`src/sv/lafd_pkg.sv`:
```
`timescale 1ns / 1ps

package lafd_pkg;

    localparam int FRAC_BITS = 2;

    // field widths
    localparam int BASE_W   = 8;
    localparam int CODE_W   = 3;
    localparam int COL_W    = 6;
    localparam int SCORE_W  = 16;
    localparam int GAP_W    = 18;   // signed working width for scores and gaps
    localparam int AWARD_W  = 10;
    localparam int CHARGE_W = 11;
    localparam int PEN_W    = 10;
    localparam int CFG_IDX_W  = 2;
    localparam int CFG_DATA_W = 11;
    localparam int OUT_DATA_W = 48;

    localparam logic [SCORE_W-1:0] SCORE_CAP = '1;

    // register indexes
    localparam logic [CFG_IDX_W-1:0] CFG_AWARD  = 2'd0;
    localparam logic [CFG_IDX_W-1:0] CFG_CHARGE = 2'd1;
    localparam logic [CFG_IDX_W-1:0] CFG_OPEN   = 2'd2;
    localparam logic [CFG_IDX_W-1:0] CFG_EXTEND = 2'd3;

    // reset values, fixed point
    localparam logic [AWARD_W-1:0]         AWARD_RST  = AWARD_W'(5 << FRAC_BITS);
    localparam logic signed [CHARGE_W-1:0] CHARGE_RST = -CHARGE_W'(4 << FRAC_BITS);
    localparam logic [PEN_W-1:0]           OPEN_RST   = PEN_W'(40);
    localparam logic [PEN_W-1:0]           EXTEND_RST = PEN_W'(2);

    // input kinds
    localparam logic OP_LOAD = 1'b0;
    localparam logic OP_ROW  = 1'b1;

    // nucleotide letters
    localparam logic [BASE_W-1:0] CH_A = 8'h41;
    localparam logic [BASE_W-1:0] CH_C = 8'h43;
    localparam logic [BASE_W-1:0] CH_G = 8'h47;
    localparam logic [BASE_W-1:0] CH_T = 8'h54;

    typedef struct packed {
        logic [AWARD_W-1:0]         award;
        logic signed [CHARGE_W-1:0] charge;
        logic [PEN_W-1:0]           open_pen;
        logic [PEN_W-1:0]           ext_pen;
    } t_cfg;

    typedef struct packed {
        logic load_we;    // write query base at load address
        logic job_start;  // clear best score
        logic base_we;    // latch reference base
        logic issue;      // start a column down the pipeline
        logic first_col;
        logic last_col;
        logic first_row;  // row above reads as zero
    } t_cmd;

    typedef struct packed {
        logic adv;        // pipeline may move this cycle
        logic busy;       // columns still in flight
    } t_stat;

endpackage

```
`src/sv/lafd_ctrl.sv`:
```
`timescale 1ns / 1ps

module lafd_ctrl #(
    parameter int MAX_QUERY = 64,
    parameter int AW = 6,
    parameter int CW = 7
) (
    input  logic            i_clk,
    input  logic            i_rst_n,
    input  logic            i_valid,
    output logic            o_ready,
    input  logic            i_op,
    input  logic            i_last,
    input  lafd_pkg::t_stat i_stat,
    output lafd_pkg::t_cmd  o_cmd,
    output logic [AW-1:0]   o_addr
);
    import lafd_pkg::*;

    typedef enum logic [1:0] {ST_IDLE, ST_ROW, ST_DRAIN} t_state;

    t_state        r_state, n_state;
    logic          r_loading, n_loading;
    logic [CW-1:0] r_count, n_count;
    logic          r_first_row, n_first_row;
    logic          r_row_last, n_row_last;
    logic [AW-1:0] r_col, n_col;

    logic          acc;
    logic [CW-1:0] eff_count;
    logic          room;
    logic          last_col;

    assign acc       = i_valid && (r_state == ST_IDLE);
    assign eff_count = (i_op == OP_LOAD && !r_loading) ? '0 : r_count;
    assign room      = eff_count < CW'(MAX_QUERY);
    assign last_col  = (CW'(r_col) + CW'(1)) == r_count;

    assign o_ready = (r_state == ST_IDLE);

    always_comb begin
        o_cmd.load_we   = acc && (i_op == OP_LOAD) && room;
        o_cmd.job_start = acc && (((i_op == OP_ROW) && r_loading) ||
                                  ((i_op == OP_LOAD) && i_last));
        o_cmd.base_we   = acc && (i_op == OP_ROW);
        o_cmd.issue     = (r_state == ST_ROW) && i_stat.adv;
        o_cmd.first_col = (r_col == '0);
        o_cmd.last_col  = last_col;
        o_cmd.first_row = r_first_row;
        o_addr          = (r_state == ST_IDLE) ? AW'(eff_count) : r_col;
    end

    always_comb begin
        n_state     = r_state;
        n_loading   = r_loading;
        n_count     = r_count;
        n_first_row = r_first_row;
        n_row_last  = r_row_last;
        n_col       = r_col;
        case (r_state)
            ST_IDLE: begin
                if (acc) begin
                    if (i_op == OP_LOAD) begin
                        n_count   = room ? eff_count + CW'(1) : eff_count;
                        n_loading = !i_last;
                        if (i_last) begin
                            n_first_row = 1'b1;
                        end
                    end else begin
                        n_loading = 1'b0;
                        if (r_loading) begin
                            n_first_row = 1'b1;
                        end
                        if (r_count == '0) begin
                            // empty query: no cells, may still close the job
                            if (i_last) begin
                                n_loading = 1'b1;
                                n_count   = '0;
                            end
                        end else begin
                            n_state    = ST_ROW;
                            n_col      = '0;
                            n_row_last = i_last;
                        end
                    end
                end
            end
            ST_ROW: begin
                if (i_stat.adv) begin
                    if (last_col) begin
                        n_state = ST_DRAIN;
                    end else begin
                        n_col = r_col + AW'(1);
                    end
                end
            end
            ST_DRAIN: begin
                if (!i_stat.busy) begin
                    n_state     = ST_IDLE;
                    n_first_row = 1'b0;
                    if (r_row_last) begin
                        n_loading = 1'b1;
                        n_count   = '0;
                    end
                end
            end
            default: begin
                n_state = ST_IDLE;
            end
        endcase
    end

    always_ff @(posedge i_clk) begin
        if (!i_rst_n) begin
            r_state     <= ST_IDLE;
            r_loading   <= 1'b1;
            r_count     <= '0;
            r_first_row <= 1'b1;
            r_row_last  <= 1'b0;
            r_col       <= '0;
        end else begin
            r_state     <= n_state;
            r_loading   <= n_loading;
            r_count     <= n_count;
            r_first_row <= n_first_row;
            r_row_last  <= n_row_last;
            r_col       <= n_col;
        end
    end

endmodule

```
`src/sv/lafd_dp.sv`:
```
`timescale 1ns / 1ps

module lafd_dp #(
    parameter int MAX_QUERY = 64,
    parameter int AW = 6
) (
    input  logic                          i_clk,
    input  logic                          i_rst_n,
    input  lafd_pkg::t_cfg                i_cfg,
    input  lafd_pkg::t_cmd                i_cmd,
    input  logic [AW-1:0]                 i_addr,
    input  logic [lafd_pkg::BASE_W-1:0]   i_base,
    output lafd_pkg::t_stat               o_stat,
    output logic                          o_valid,
    input  logic                          i_ready,
    output logic [lafd_pkg::CODE_W-1:0]   o_code,
    output logic [lafd_pkg::COL_W-1:0]    o_col,
    output logic [lafd_pkg::SCORE_W-1:0]  o_score,
    output logic [lafd_pkg::SCORE_W-1:0]  o_best,
    output logic                          o_last
);
    import lafd_pkg::*;

    typedef logic signed [GAP_W-1:0] t_val;

    // memories
    logic [BASE_W-1:0]  r_qmem [MAX_QUERY];
    logic [SCORE_W-1:0] r_smem [MAX_QUERY];
    t_val               r_gmem [MAX_QUERY];

    logic              adv;
    logic [BASE_W-1:0] r_base;

    // stage 1: registered memory reads
    logic               r_v1;
    logic [AW-1:0]      r1_col;
    logic               r1_first_col, r1_last_col, r1_first_row;
    logic [BASE_W-1:0]  r1_q;
    logic [SCORE_W-1:0] r1_s;
    t_val               r1_g;
    t_val               r_prev_up;

    // stage 2: diag and vertical gap ready
    logic          r_v2;
    logic [AW-1:0] r2_col;
    logic          r2_first_col, r2_last_col;
    t_val          r2_diag, r2_f;
    t_val          r_e, r_hl;
    logic [SCORE_W-1:0] r_best;

    // output register
    logic               r_ov;
    logic [CODE_W-1:0]  r_ocode;
    logic [COL_W-1:0]   r_ocol;
    logic [SCORE_W-1:0] r_oscore, r_obest;
    logic               r_olast;

    t_val ext, opn;
    t_val sub, up_h, gap, f, diag;
    t_val e_prev, hl_prev, e, max_de, max_fz, h_full;
    logic [SCORE_W-1:0] h, best_new;
    logic [CODE_W-1:0]  code;
    logic acgt;

    assign adv    = !r_ov || i_ready;
    assign o_stat = '{adv: adv, busy: r_v1 || r_v2};

    assign ext = t_val'({1'b0, i_cfg.ext_pen});
    assign opn = t_val'({1'b0, i_cfg.open_pen});

    // stage 1 math
    always_comb begin
        acgt = (r1_q == CH_A) || (r1_q == CH_C) || (r1_q == CH_G) || (r1_q == CH_T);
        if (acgt && (r1_q == r_base)) begin
            sub = t_val'({1'b0, i_cfg.award});
        end else begin
            sub = t_val'(i_cfg.charge);
        end
        up_h = r1_first_row ? '0 : t_val'({1'b0, r1_s});
        gap  = r1_first_row ? '0 : r1_g;
        f    = ((gap - ext) > (up_h - opn)) ? gap - ext : up_h - opn;
        diag = (r1_first_col ? t_val'(0) : r_prev_up) + sub;
    end

    // stage 2 math: horizontal gap, cell score, direction
    always_comb begin
        e_prev  = r2_first_col ? '0 : r_e;
        hl_prev = r2_first_col ? '0 : r_hl;
        e       = ((e_prev - ext) > (hl_prev - opn)) ? e_prev - ext : hl_prev - opn;
        max_de  = (r2_diag > e) ? r2_diag : e;
        max_fz  = (r2_f > 0) ? r2_f : '0;
        code    = {r2_diag >= e, r2_f >= 0, max_de >= max_fz};
        h_full  = (max_de > max_fz) ? max_de : max_fz;
        h       = (h_full > t_val'({1'b0, SCORE_CAP})) ? SCORE_CAP : h_full[SCORE_W-1:0];
        best_new = (h > r_best) ? h : r_best;
    end

    always_ff @(posedge i_clk) begin
        if (i_cmd.load_we) begin
            r_qmem[i_addr] <= i_base;
        end
        if (adv && r_v2) begin
            r_smem[r2_col] <= h;
            r_gmem[r2_col] <= r2_f;
        end
    end

    always_ff @(posedge i_clk) begin
        if (i_cmd.base_we) begin
            r_base <= i_base;
        end
        if (adv) begin
            r1_q         <= r_qmem[i_addr];
            r1_s         <= r_smem[i_addr];
            r1_g         <= r_gmem[i_addr];
            r1_col       <= i_addr;
            r1_first_col <= i_cmd.first_col;
            r1_last_col  <= i_cmd.last_col;
            r1_first_row <= i_cmd.first_row;
            if (r_v1) begin
                r_prev_up <= up_h;
            end
            r2_col       <= r1_col;
            r2_first_col <= r1_first_col;
            r2_last_col  <= r1_last_col;
            r2_diag      <= diag;
            r2_f         <= f;
            if (r_v2) begin
                r_e      <= e;
                r_hl     <= t_val'({1'b0, h});
                r_ocode  <= code;
                r_ocol   <= COL_W'(r2_col);
                r_oscore <= h;
                r_obest  <= best_new;
                r_olast  <= r2_last_col;
            end
        end
    end

    always_ff @(posedge i_clk) begin
        if (!i_rst_n) begin
            r_v1   <= 1'b0;
            r_v2   <= 1'b0;
            r_ov   <= 1'b0;
            r_best <= '0;
        end else begin
            if (adv) begin
                r_v1 <= i_cmd.issue;
                r_v2 <= r_v1;
                r_ov <= r_v2;
                if (r_v2) begin
                    r_best <= best_new;
                end
            end
            if (i_cmd.job_start) begin
                r_best <= '0;
            end
        end
    end

    assign o_valid = r_ov;
    assign o_code  = r_ocode;
    assign o_col   = r_ocol;
    assign o_score = r_oscore;
    assign o_best  = r_obest;
    assign o_last  = r_olast;

endmodule

```
`src/sv/local_alignment_fill_with_directions.sv`:
```
`timescale 1ns / 1ps
// Flow: a reference base passes the sequencer state, stage 1, stage 2 and the output register
//   before its first cell comes out, then one cell per cycle while the output is taken.
// A row is walked by the single column pipeline, one address per cycle while the output is
//   taken; the next base is not accepted until the row has drained.
// Reset (synchronous, active low) clears control, counters and best score; config returns to
//   its defaults. Query and row memories are not cleared; the first row of a job reads zeros.

module local_alignment_fill_with_directions #(
    parameter int MAX_QUERY = 64
) (
    input  logic                               i_clk,
    input  logic                               i_rst_n,
    // reference/query stream in
    input  logic                               i_s_axis_tvalid,
    output logic                               o_s_axis_tready,
    input  logic [7:0]                         i_s_axis_tdata,  // [7:0] base
    input  logic                               i_s_axis_tuser,  // [0] op: 0 load, 1 row
    input  logic                               i_s_axis_tlast,
    // cell stream out
    output logic                               o_m_axis_tvalid,
    input  logic                               i_m_axis_tready,
    // [2:0] direction_code, [8:3] column, [24:9] cell_score, [40:25] best_so_far, rest zero
    output logic [lafd_pkg::OUT_DATA_W-1:0]    o_m_axis_tdata,
    output logic                               o_m_axis_tlast,  // last_of_row
    // register writes
    input  logic                               i_cfg_valid,
    output logic                               o_cfg_ready,
    input  logic [lafd_pkg::CFG_IDX_W-1:0]     i_cfg_index,
    input  logic [lafd_pkg::CFG_DATA_W-1:0]    i_cfg_data
);
    import lafd_pkg::*;

    localparam int AW = (MAX_QUERY > 1) ? $clog2(MAX_QUERY) : 1;
    localparam int CW = $clog2(MAX_QUERY + 1);

    t_cfg  r_cfg;
    t_cmd  cmd;
    t_stat stat;
    logic [AW-1:0] addr;

    logic [CODE_W-1:0]  code;
    logic [COL_W-1:0]   col;
    logic [SCORE_W-1:0] score, best;

    // config writes are always taken; the block is idle by contract
    assign o_cfg_ready = 1'b1;

    always_ff @(posedge i_clk) begin
        if (!i_rst_n) begin
            r_cfg.award    <= AWARD_RST;
            r_cfg.charge   <= CHARGE_RST;
            r_cfg.open_pen <= OPEN_RST;
            r_cfg.ext_pen  <= EXTEND_RST;
        end else if (i_cfg_valid) begin
            case (i_cfg_index)
                CFG_AWARD:  r_cfg.award    <= i_cfg_data[AWARD_W-1:0];
                CFG_CHARGE: r_cfg.charge   <= i_cfg_data[CHARGE_W-1:0];
                CFG_OPEN:   r_cfg.open_pen <= i_cfg_data[PEN_W-1:0];
                CFG_EXTEND: r_cfg.ext_pen  <= i_cfg_data[PEN_W-1:0];
                default: ;
            endcase
        end
    end

    // sequencer: query loading, job start/end, column walk
    lafd_ctrl #(
        .MAX_QUERY (MAX_QUERY),
        .AW        (AW),
        .CW        (CW)
    ) u_ctrl (
        .i_clk   (i_clk),
        .i_rst_n (i_rst_n),
        .i_valid (i_s_axis_tvalid),
        .o_ready (o_s_axis_tready),
        .i_op    (i_s_axis_tuser),
        .i_last  (i_s_axis_tlast),
        .i_stat  (stat),
        .o_cmd   (cmd),
        .o_addr  (addr)
    );

    // row memories, cell pipeline and output register
    lafd_dp #(
        .MAX_QUERY (MAX_QUERY),
        .AW        (AW)
    ) u_dp (
        .i_clk   (i_clk),
        .i_rst_n (i_rst_n),
        .i_cfg   (r_cfg),
        .i_cmd   (cmd),
        .i_addr  (addr),
        .i_base  (i_s_axis_tdata),
        .o_stat  (stat),
        .o_valid (o_m_axis_tvalid),
        .i_ready (i_m_axis_tready),
        .o_code  (code),
        .o_col   (col),
        .o_score (score),
        .o_best  (best),
        .o_last  (o_m_axis_tlast)
    );

    assign o_m_axis_tdata = {7'b0, best, score, col, code};

endmodule

```
`config.mk`:
```
export PLATFORM = sky130hd
export DESIGN_NAME = local_alignment_fill_with_directions
export DESIGN_NICKNAME = d
export VERILOG_FILES = /design/src/sv/lafd_pkg.sv /design/src/sv/lafd_ctrl.sv /design/src/sv/lafd_dp.sv /design/src/sv/local_alignment_fill_with_directions.sv
export SDC_FILE = /design/constraint.sdc
export NUM_CORES = 2
export LEC_CHECK = 0
export ABC_CLOCK_PERIOD_IN_PS = 20700
export BUFFER_PORTS_ARGS = -buffer_cell sky130_fd_sc_hd__buf_2
export CAP_MARGIN = 20
export CORE_MARGIN = 5
export CORE_UTILIZATION = 55
export DETAILED_ROUTE_END_ITERATION = 16
export PLACE_DENSITY = 0.68
export SLEW_MARGIN = 20
export SYNTH_ARGS = -nofsm -noshare
export SYNTH_HDL_FRONTEND = slang
export SYNTH_SLANG_ARGS = --single-unit
```
`constraint.sdc`:
```
create_clock -name i_clk -period 20.7 [get_ports i_clk]
set_input_delay 3.105 -clock i_clk [delete_from_list [all_inputs] [get_ports i_clk]]
set_output_delay 3.105 -clock i_clk [all_outputs]
set_load 0.005 [all_outputs]
```
== After elaboration in Yosys (flattened, before gate mapping) ==
Memory sizes are Yosys's and may differ from the RTL's. A register that Yosys moved wholly into a read port is not among the register bits.
Index checks and enable logic that the tools add are counted.
Word-level totals
  bits in registers: 217
  memory bits (writable): 2688
  logic and storage cells: 171
  memories kept: 3
Cells by class
  reduce and logical (&&, ||, !) cells: 39
  bitwise operators: 3
  muxes and demuxes: 53
  add/sub/neg operators: 8
  magnitude comparators: 11
  eq/ne operators: 23
Memory list
  u_dp.r_gmem: depth 64, bits a word 18, rd ports 1, clocked after Yosys merged registers in 1, wr ports 1, line lafd_dp.sv:29  | t_val r_gmem [MAX_QUERY];
  u_dp.r_smem: depth 64, bits a word 16, rd ports 1, clocked after Yosys merged registers in 1, wr ports 1, line lafd_dp.sv:28  | logic [SCORE_W-1:0] r_smem [MAX_QUERY];
  u_dp.r_qmem: depth 64, bits a word 8, rd ports 1, clocked after Yosys merged registers in 1, wr ports 1, line lafd_dp.sv:27  | logic [BASE_W-1:0] r_qmem [MAX_QUERY];
Operators by type and width (number)
  18-bit 2-to-1 mux: 9
  18-bit > comparator: 4
  18-bit by 11-bit subtractor with 18-bit output: 4
  16-bit 2-to-1 mux: 4
  7-bit 2-to-1 mux: 8
  18-bit >= comparator: 2
  6-bit 2-to-1 mux: 6
  8-bit by 7-bit == test with 1-bit output, second input constant: 4
  18-bit adder: 1
  18-bit by 1-bit >= comparator with 1-bit output, second input constant: 1
  18-bit by 1-bit > comparator with 1-bit output, second input constant: 1
  18-bit by 17-bit > comparator with 1-bit output, second input constant: 1
  6-bit AND reduction: 3
  16-bit > comparator: 1
  1-bit 2-to-1 mux: 15
  7-bit case mux with 2 select lines: 1
  2-bit 2-to-1 mux: 6
  6-bit case mux with 2 select lines: 1
  2-bit AND reduction: 6
  1-bit logical AND: 11
  2-bit by 1-bit != test with 1-bit output, second input constant: 5
  3-bit by 2-bit != test with 1-bit output, second input constant: 3
  8-bit == test: 1
  4-bit AND reduction: 2
  20 further kinds: 37

== Depth between registers and ports, before layout ==
  depth after elaboration: 12
  gate-level depth with buffers: 74

== By module ==
A second synthesis with hierarchy kept.
Unflattened totals
  cells, all modules: 6766
  area, all modules: 113149.8 µm²
Modules (own cells, without submodules)
  lafd_dp: cells each 6423, instances 1, area each 110133.1 µm²
  local_alignment_fill_with_directions: cells each 170, instances 1, area each 1665.3 µm²
  lafd_ctrl: cells each 173, instances 1, area each 1351.3 µm²

== Least setup slack after synthesis ==
No wires, ideal clock.
  path type: flip-flop to flip-flop
  start point: register u_dp.r2_first_col
  end point: register u_dp.r_best[3]
  stages on the path, launching flop included: 68
  setup time: 0.128 ns
  path buffers: 12
  slack: 7.823 ns
  data arrival time: 12.749 ns
  required time: 20.572 ns
  period minus slack after synthesis: 12.877 ns
  cell sequence: edfxtp_1 -> buf_4 -> clkbuf_1 -> buf_1 -> clkbuf_1 -> nor2b_1 -> ha_1 -> a21o_1 -> a21oi_2 -> o21ai_2 -> a211o_1 -> or4_1 -> a31oi_1 -> inv_1 -> ha_1 -> nand3_1 -> or4_1 -> nor4b_1 -> [... 32 more ...] -> a21oi_1 -> nand3_1 -> ha_1 -> nand3_1 -> o22ai_1 -> o21a_1 -> o21a_1 -> o21ai_0 -> nand2b_1 -> a21oi_1 -> o221ai_1 -> o41a_1 -> clkbuf_1 -> and2_1 -> clkbuf_1 -> and2_1 -> buf_1 -> a31oi_1
On the way
  longest elaborated chain between the ends: 12
  elaborated cells on any way between the ends: 14
Ends and longest elaborated chain
  start: declaration: line lafd_dp.sv:46  | logic r2_first_col, r2_last_col;
  start signal: assignment: line lafd_dp.sv:124  | r2_first_col <= r1_first_col;
  18-bit 2-to-1 mux / 16-bit 2-to-1 mux (equally long branches): line lafd_dp.sv:87, lafd_dp.sv:88
  18-bit by 11-bit subtractor with 18-bit output: line lafd_dp.sv:89  | e = ((e_prev - ext) > (hl_prev - opn)) ? e_prev - ext : hl_prev - opn;
  18-bit > comparator: line lafd_dp.sv:89
  18-bit 2-to-1 mux *: line lafd_dp.sv:89
  via u_dp.e[11]: line lafd_dp.sv:60  | t_val e_prev, hl_prev, e, max_de, max_fz, h_full;
  18-bit > comparator: line lafd_dp.sv:90  | max_de = (r2_diag > e) ? r2_diag : e;
  18-bit 2-to-1 mux *: line lafd_dp.sv:90
  18-bit > comparator: line lafd_dp.sv:93  | h_full = (max_de > max_fz) ? max_de : max_fz;
  18-bit 2-to-1 mux *: line lafd_dp.sv:93
  18-bit by 17-bit > comparator with 1-bit output: line lafd_dp.sv:94  | h = (h_full > t_val'({1'b0, SCORE_CAP})) ? SCORE_CAP : h_full[SCORE_W-1:0];
  16-bit 2-to-1 mux *: line lafd_dp.sv:94
  via u_dp.h[3]: line lafd_dp.sv:61  | logic [SCORE_W-1:0] h, best_new;
  16-bit > comparator: line lafd_dp.sv:95  | best_new = (h > r_best) ? h : r_best;
  16-bit 2-to-1 mux *: line lafd_dp.sv:95
  end signal: assignment: line lafd_dp.sv:152  | r_best <= best_new;
  end: declaration: line lafd_dp.sv:49  | logic [SCORE_W-1:0] r_best;
The timed path passes the listed nets; every way through them passes the cells marked *.
A chain may end at the register's enable or synchronous reset.

== Final worst setup path ==
  start point: register u_dp.r2_first_col
  end point: register u_dp.r_best[4]
On the way
  longest elaborated chain between the ends: 12
  elaborated cells on any way between the ends: 14
Ends and longest elaborated chain (line)
  18-bit 2-to-1 mux / 16-bit 2-to-1 mux (equally long branches): lafd_dp.sv:87, lafd_dp.sv:88
  18-bit by 11-bit subtractor with 18-bit output: lafd_dp.sv:89
  18-bit > comparator: lafd_dp.sv:89
  18-bit 2-to-1 mux *: lafd_dp.sv:89
  via u_dp.e[11]: lafd_dp.sv:60
  18-bit > comparator: lafd_dp.sv:90
  18-bit 2-to-1 mux *: lafd_dp.sv:90
  18-bit > comparator: lafd_dp.sv:93
  18-bit 2-to-1 mux *: lafd_dp.sv:93
  18-bit by 17-bit > comparator with 1-bit output: lafd_dp.sv:94
  16-bit 2-to-1 mux *: lafd_dp.sv:94
  via u_dp.h[1]: lafd_dp.sv:61
  16-bit > comparator *: lafd_dp.sv:95
  16-bit 2-to-1 mux *: lafd_dp.sv:95
Marked as above.

==> metrics <==
outcome finished, final reports clean; TritonCTS clock tree yes; overall die area 0.214 mm2; synthesized flop and latch total 2945; final non-filler cell area 0.127 mm2; critical path's most frequent cell sky130_fd_sc_hd__o21ai_0; actual transition at the worst max-transition pin 1180 ps; Detail Route Antenna Nets 0; portion of the post-synthesis area used by sequential elements 77.7%; number of synthesis warnings 0; synthesized instance count 6758; fraction of power consumed by combinational cells 17.6%; total clock buffers created by CTS 307; num rows 166; critical path fanouts, max 66; r2r startpoint u_dp.r2_first_col; setup fix buffers added after clock tree synthesis 0; pin count of the biggest net entering global routing 113; number of buffers between clock root and the deepest sink 4; number of max-capacitance violations reported 0; number of DRC violations after detailed-routing iteration 0 11649; total standard cell area after synthesis 0.113 mm2; skew final 63.8 ps; worst setup margin 5560 ps; number of optimization iterations in the first detailed-route pass 7; quantity of I/O buffers inserted on ports 71; core region area 0.204 mm2; arrival time at the worst endpoint 15910 ps; Layout Cells excl Fill 9822; final-layout setup total negative slack 0 ps; Critical Path Start u_dp.r2_first_col; final weighted congestion in routability-driven placement 0.908; number of sinks driven by the clock tree 2945; relative area change from synthesis to final layout 12.4%; half-perimeter wire length after detailed placement 195000 um; time the worst path needs with I/O delays and setup 15140 ps; Max rail drop VDD 0.201 mV; critical path required time 21470 ps; number of slew-limit violations in the final report 0; global-route usage over all layers 32.0%; most common library cell in the layout ignoring fill and taps sky130_fd_sc_hd__edfxtp_1; cell with the largest stage delay on the worst path sky130_fd_sc_hd__o41a_1; number of top-level pins 80; Total Nets Final 7083; async set-reset flop share out of synthesis 0%; via count of the first global-routing pass 65203; share of the clock period used by the worst path 73.1%; vias after detailed routing 69373; Wirelength per Cell 35.8 um; Clock Latency Late Sink 970 ps; switching power as a share of total power 27.9%; headroom to the max-slew limit 21.5%; CTS Hold Bufs 0; cell type group with the largest total delay on the critical path compound AO/OA/AOI/OAI gates; root buffer selected by CTS sky130_fd_sc_hd__clkbuf_16; post-placement cell area 0.117 mm2; Hold Worst Slack 419 ps; number of distinct library cells after synthesis 87; number of antenna violations at the first check in global routing 22; number of enable flip-flop cells after synthesis 2867; x dimension of the die 463 um; path category of the worst min-delay check reg2reg; power density normalized to cell area 130 mW/mm2; Leakage Power 39.2 nW; Initial Util 55.2%; unrepaired setup endpoints after global routing false; startpoint of the tightest hold check path u_dp.r1_col[3]; switching power 4.59 mW; most frequent cells in the layout 2867 x sky130_fd_sc_hd__edfxtp_1, 1097 x sky130_fd_sc_hd__a22oi_1, 318 x sky130_fd_sc_hd__clkbuf_16; portion of total power attributed to the clock network 32.5%; htree depth 5; Via density 7.06; final setup violation count 0; internal power 11.9 mW; sort of element at the end of the critical path flop; global-route wire length before repair 492000 um; hold violation total from the final report 0; average cell area after synthesis 16.7 um2; Cells after DPL 9283; die extent in y 463 um; longest individual stage delay on the worst path 870 ps; highest clock frequency the design can meet 66.0 MHz; total overflow reported by the global router 0; fraction of final layout cells sized beyond drive strength 1 11.7%; Routed Wire Length 352000 um; number of gates given a new drive strength after cts 0; category of the critical setup timing path reg2reg; Critical Path Source Type flop; Sequential Power Share 49.9%; Clock transition at path regs 60 ps; DP Worst Slack 5490 ps; final routed DRC violation total 0; Post-synth top flop sky130_fd_sc_hd__edfxtp_1; number of buffers and inverters on the critical path 4
-- power by group through the flow --
stage | logic (mW) | clock network, mW | registers [mW]
after global routing | 3.10 | 5.63 | 8.21
after global placement | 2.68 | 0 | 8.34
final | 2.89 | 5.35 | 8.21
after floorplan | 1.44 | 0 | 8.54
after CTS | 2.79 | 5.37 | 8.22
after detailed placement | 2.79 | 0 | 8.35
-- sequential cells by signal, indices dropped and copies added, names as in the netlist, 2 cells and up --
name / count
u_dp.r_gmem: 1152
u_dp.r_smem: 1024
u_dp.r_qmem: 512
r_cfg: 41
u_dp.r1_g: 18
u_dp.r2_diag: 18
u_dp.r2_f: 18
u_dp.r_e: 18
u_dp.o_best: 16
u_dp.o_score: 16
u_dp.r1_s: 16
u_dp.r_best: 16
u_dp.r_prev_up: 16
u_dp.r1_q: 8
u_dp.r_base: 8
u_ctrl.r_count: 7
u_ctrl.r_col: 6
u_dp.o_col: 6
u_dp.r1_col: 6
u_dp.r2_col: 6
u_dp.o_code: 3
u_ctrl.r_state: 2
-- layout make-up --
type | count | area (um2)
antenna | 15 | 37.5
clock buffer | 381 | 8210
clock inverter | 140 | 1370
fill | 14412 | 77500
inverter | 129 | 487
multi-input combinational | 3264 | 23800
sequential | 2945 | 87700
tap | 2688 | 3360
timing repair buffer | 260 | 1980
-- worst reg2reg max path: cells and delay by family (launching register included) --
family          cells  cell delay [ps]
buf+inv             4             1190
compound gates     30             6140
mux                 1              370
flops               1              340
simple gates       19             5120
fa+ha+maj           6             1830
-- metal layers --
metal	part of all wire [%]	global-route usage [%]	vias to the layer above
li1	-	-	28134
met3	15	9.75	838
met5	0.024	0	-
met4	4.0	11.5	14
met1	37	45.3	34892
met2	45	47.7	5495
-- synth_stat cells, types with 5 or more instances --
| master | number | share of area, % |
|---|---|---|
| sky130_fd_sc_hd__ha_1 | 143 | 1.6 |
| sky130_fd_sc_hd__clkbuf_1 | 336 | 1.1 |
| sky130_fd_sc_hd__buf_1 | 74 | 0.25 |
| sky130_fd_sc_hd__xnor2_1 | 57 | 0.44 |
| sky130_fd_sc_hd__inv_1 | 125 | 0.42 |
| sky130_fd_sc_hd__nand3_1 | 120 | 0.53 |
| sky130_fd_sc_hd__o21ai_1 | 9 | 0.040 |
| sky130_fd_sc_hd__a31oi_1 | 61 | 0.34 |
| sky130_fd_sc_hd__nand4_1 | 178 | 0.99 |
| sky130_fd_sc_hd__nand3b_1 | 11 | 0.073 |
| sky130_fd_sc_hd__a22oi_1 | 1099 | 7.3 |
| sky130_fd_sc_hd__nor4_1 | 49 | 0.27 |
| sky130_fd_sc_hd__a41oi_1 | 175 | 1.4 |
| sky130_fd_sc_hd__buf_4 | 10 | 0.067 |
| sky130_fd_sc_hd__nor2_1 | 228 | 0.76 |
| sky130_fd_sc_hd__o211ai_1 | 10 | 0.067 |
| sky130_fd_sc_hd__a211oi_1 | 5 | 0.033 |
| sky130_fd_sc_hd__xor2_1 | 17 | 0.13 |
| sky130_fd_sc_hd__nor4b_1 | 5 | 0.039 |
| sky130_fd_sc_hd__a221oi_1 | 126 | 0.98 |
| sky130_fd_sc_hd__or3_1 | 7 | 0.039 |
| sky130_fd_sc_hd__fa_1 | 5 | 0.089 |
| sky130_fd_sc_hd__and2_1 | 14 | 0.078 |
| sky130_fd_sc_hd__nand2_1 | 208 | 0.69 |
| sky130_fd_sc_hd__mux2i_1 | 22 | 0.20 |
| sky130_fd_sc_hd__nor2b_1 | 98 | 0.54 |
| sky130_fd_sc_hd__or4_1 | 6 | 0.040 |
| sky130_fd_sc_hd__a22o_1 | 125 | 0.97 |
| sky130_fd_sc_hd__or3b_2 | 8 | 0.062 |
| sky130_fd_sc_hd__mux2_4 | 10 | 0.13 |
| sky130_fd_sc_hd__o21ai_0 | 98 | 0.43 |
| sky130_fd_sc_hd__a21oi_1 | 123 | 0.55 |
| sky130_fd_sc_hd__or2_2 | 13 | 0.072 |
| sky130_fd_sc_hd__edfxtp_1 | 2867 | 76 |
| sky130_fd_sc_hd__a21boi_0 | 29 | 0.19 |
| sky130_fd_sc_hd__nand2b_1 | 16 | 0.089 |
| sky130_fd_sc_hd__o21a_1 | 14 | 0.093 |
| sky130_fd_sc_hd__o21bai_1 | 19 | 0.13 |
| sky130_fd_sc_hd__and3_1 | 12 | 0.067 |
| sky130_fd_sc_hd__dfxtp_1 | 78 | 1.4 |
| sky130_fd_sc_hd__nor3_1 | 30 | 0.13 |
| sky130_fd_sc_hd__a21o_1 | 31 | 0.21 |
| sky130_fd_sc_hd__mux2_2 | 19 | 0.19 |
-- logic make-up after synthesis --
kind of cell | synth area share (%)
adder cells (fa/ha/maj) | 1.69
AO/OA/AOI/OAI | 13.0
other | 0.00665
buffers and inverters | 1.91
multiplexers | 0.550
flip-flops | 77.7
AND/OR/NAND/NOR | 4.58
XOR/XNOR | 0.574
-- worst paths after layout --
path,end,slack [ps],cells past startpoint
max,u_dp.r_best[4],5560,60
min,u_dp.r2_col[3],420,0
max reg2reg,u_dp.r_best[4],5560,60
min reg2reg,u_dp.r2_col[3],420,0
-- stage by stage --
step	utilization, %	power [mW]
after floorplan	-	9.99
after global placement	57.3	11.0
after detailed placement	57.3	11.1
after CTS	62.0	16.4
after global routing	62.1	16.9
final	62.1	16.5
(Power assumes the default switching activity.)
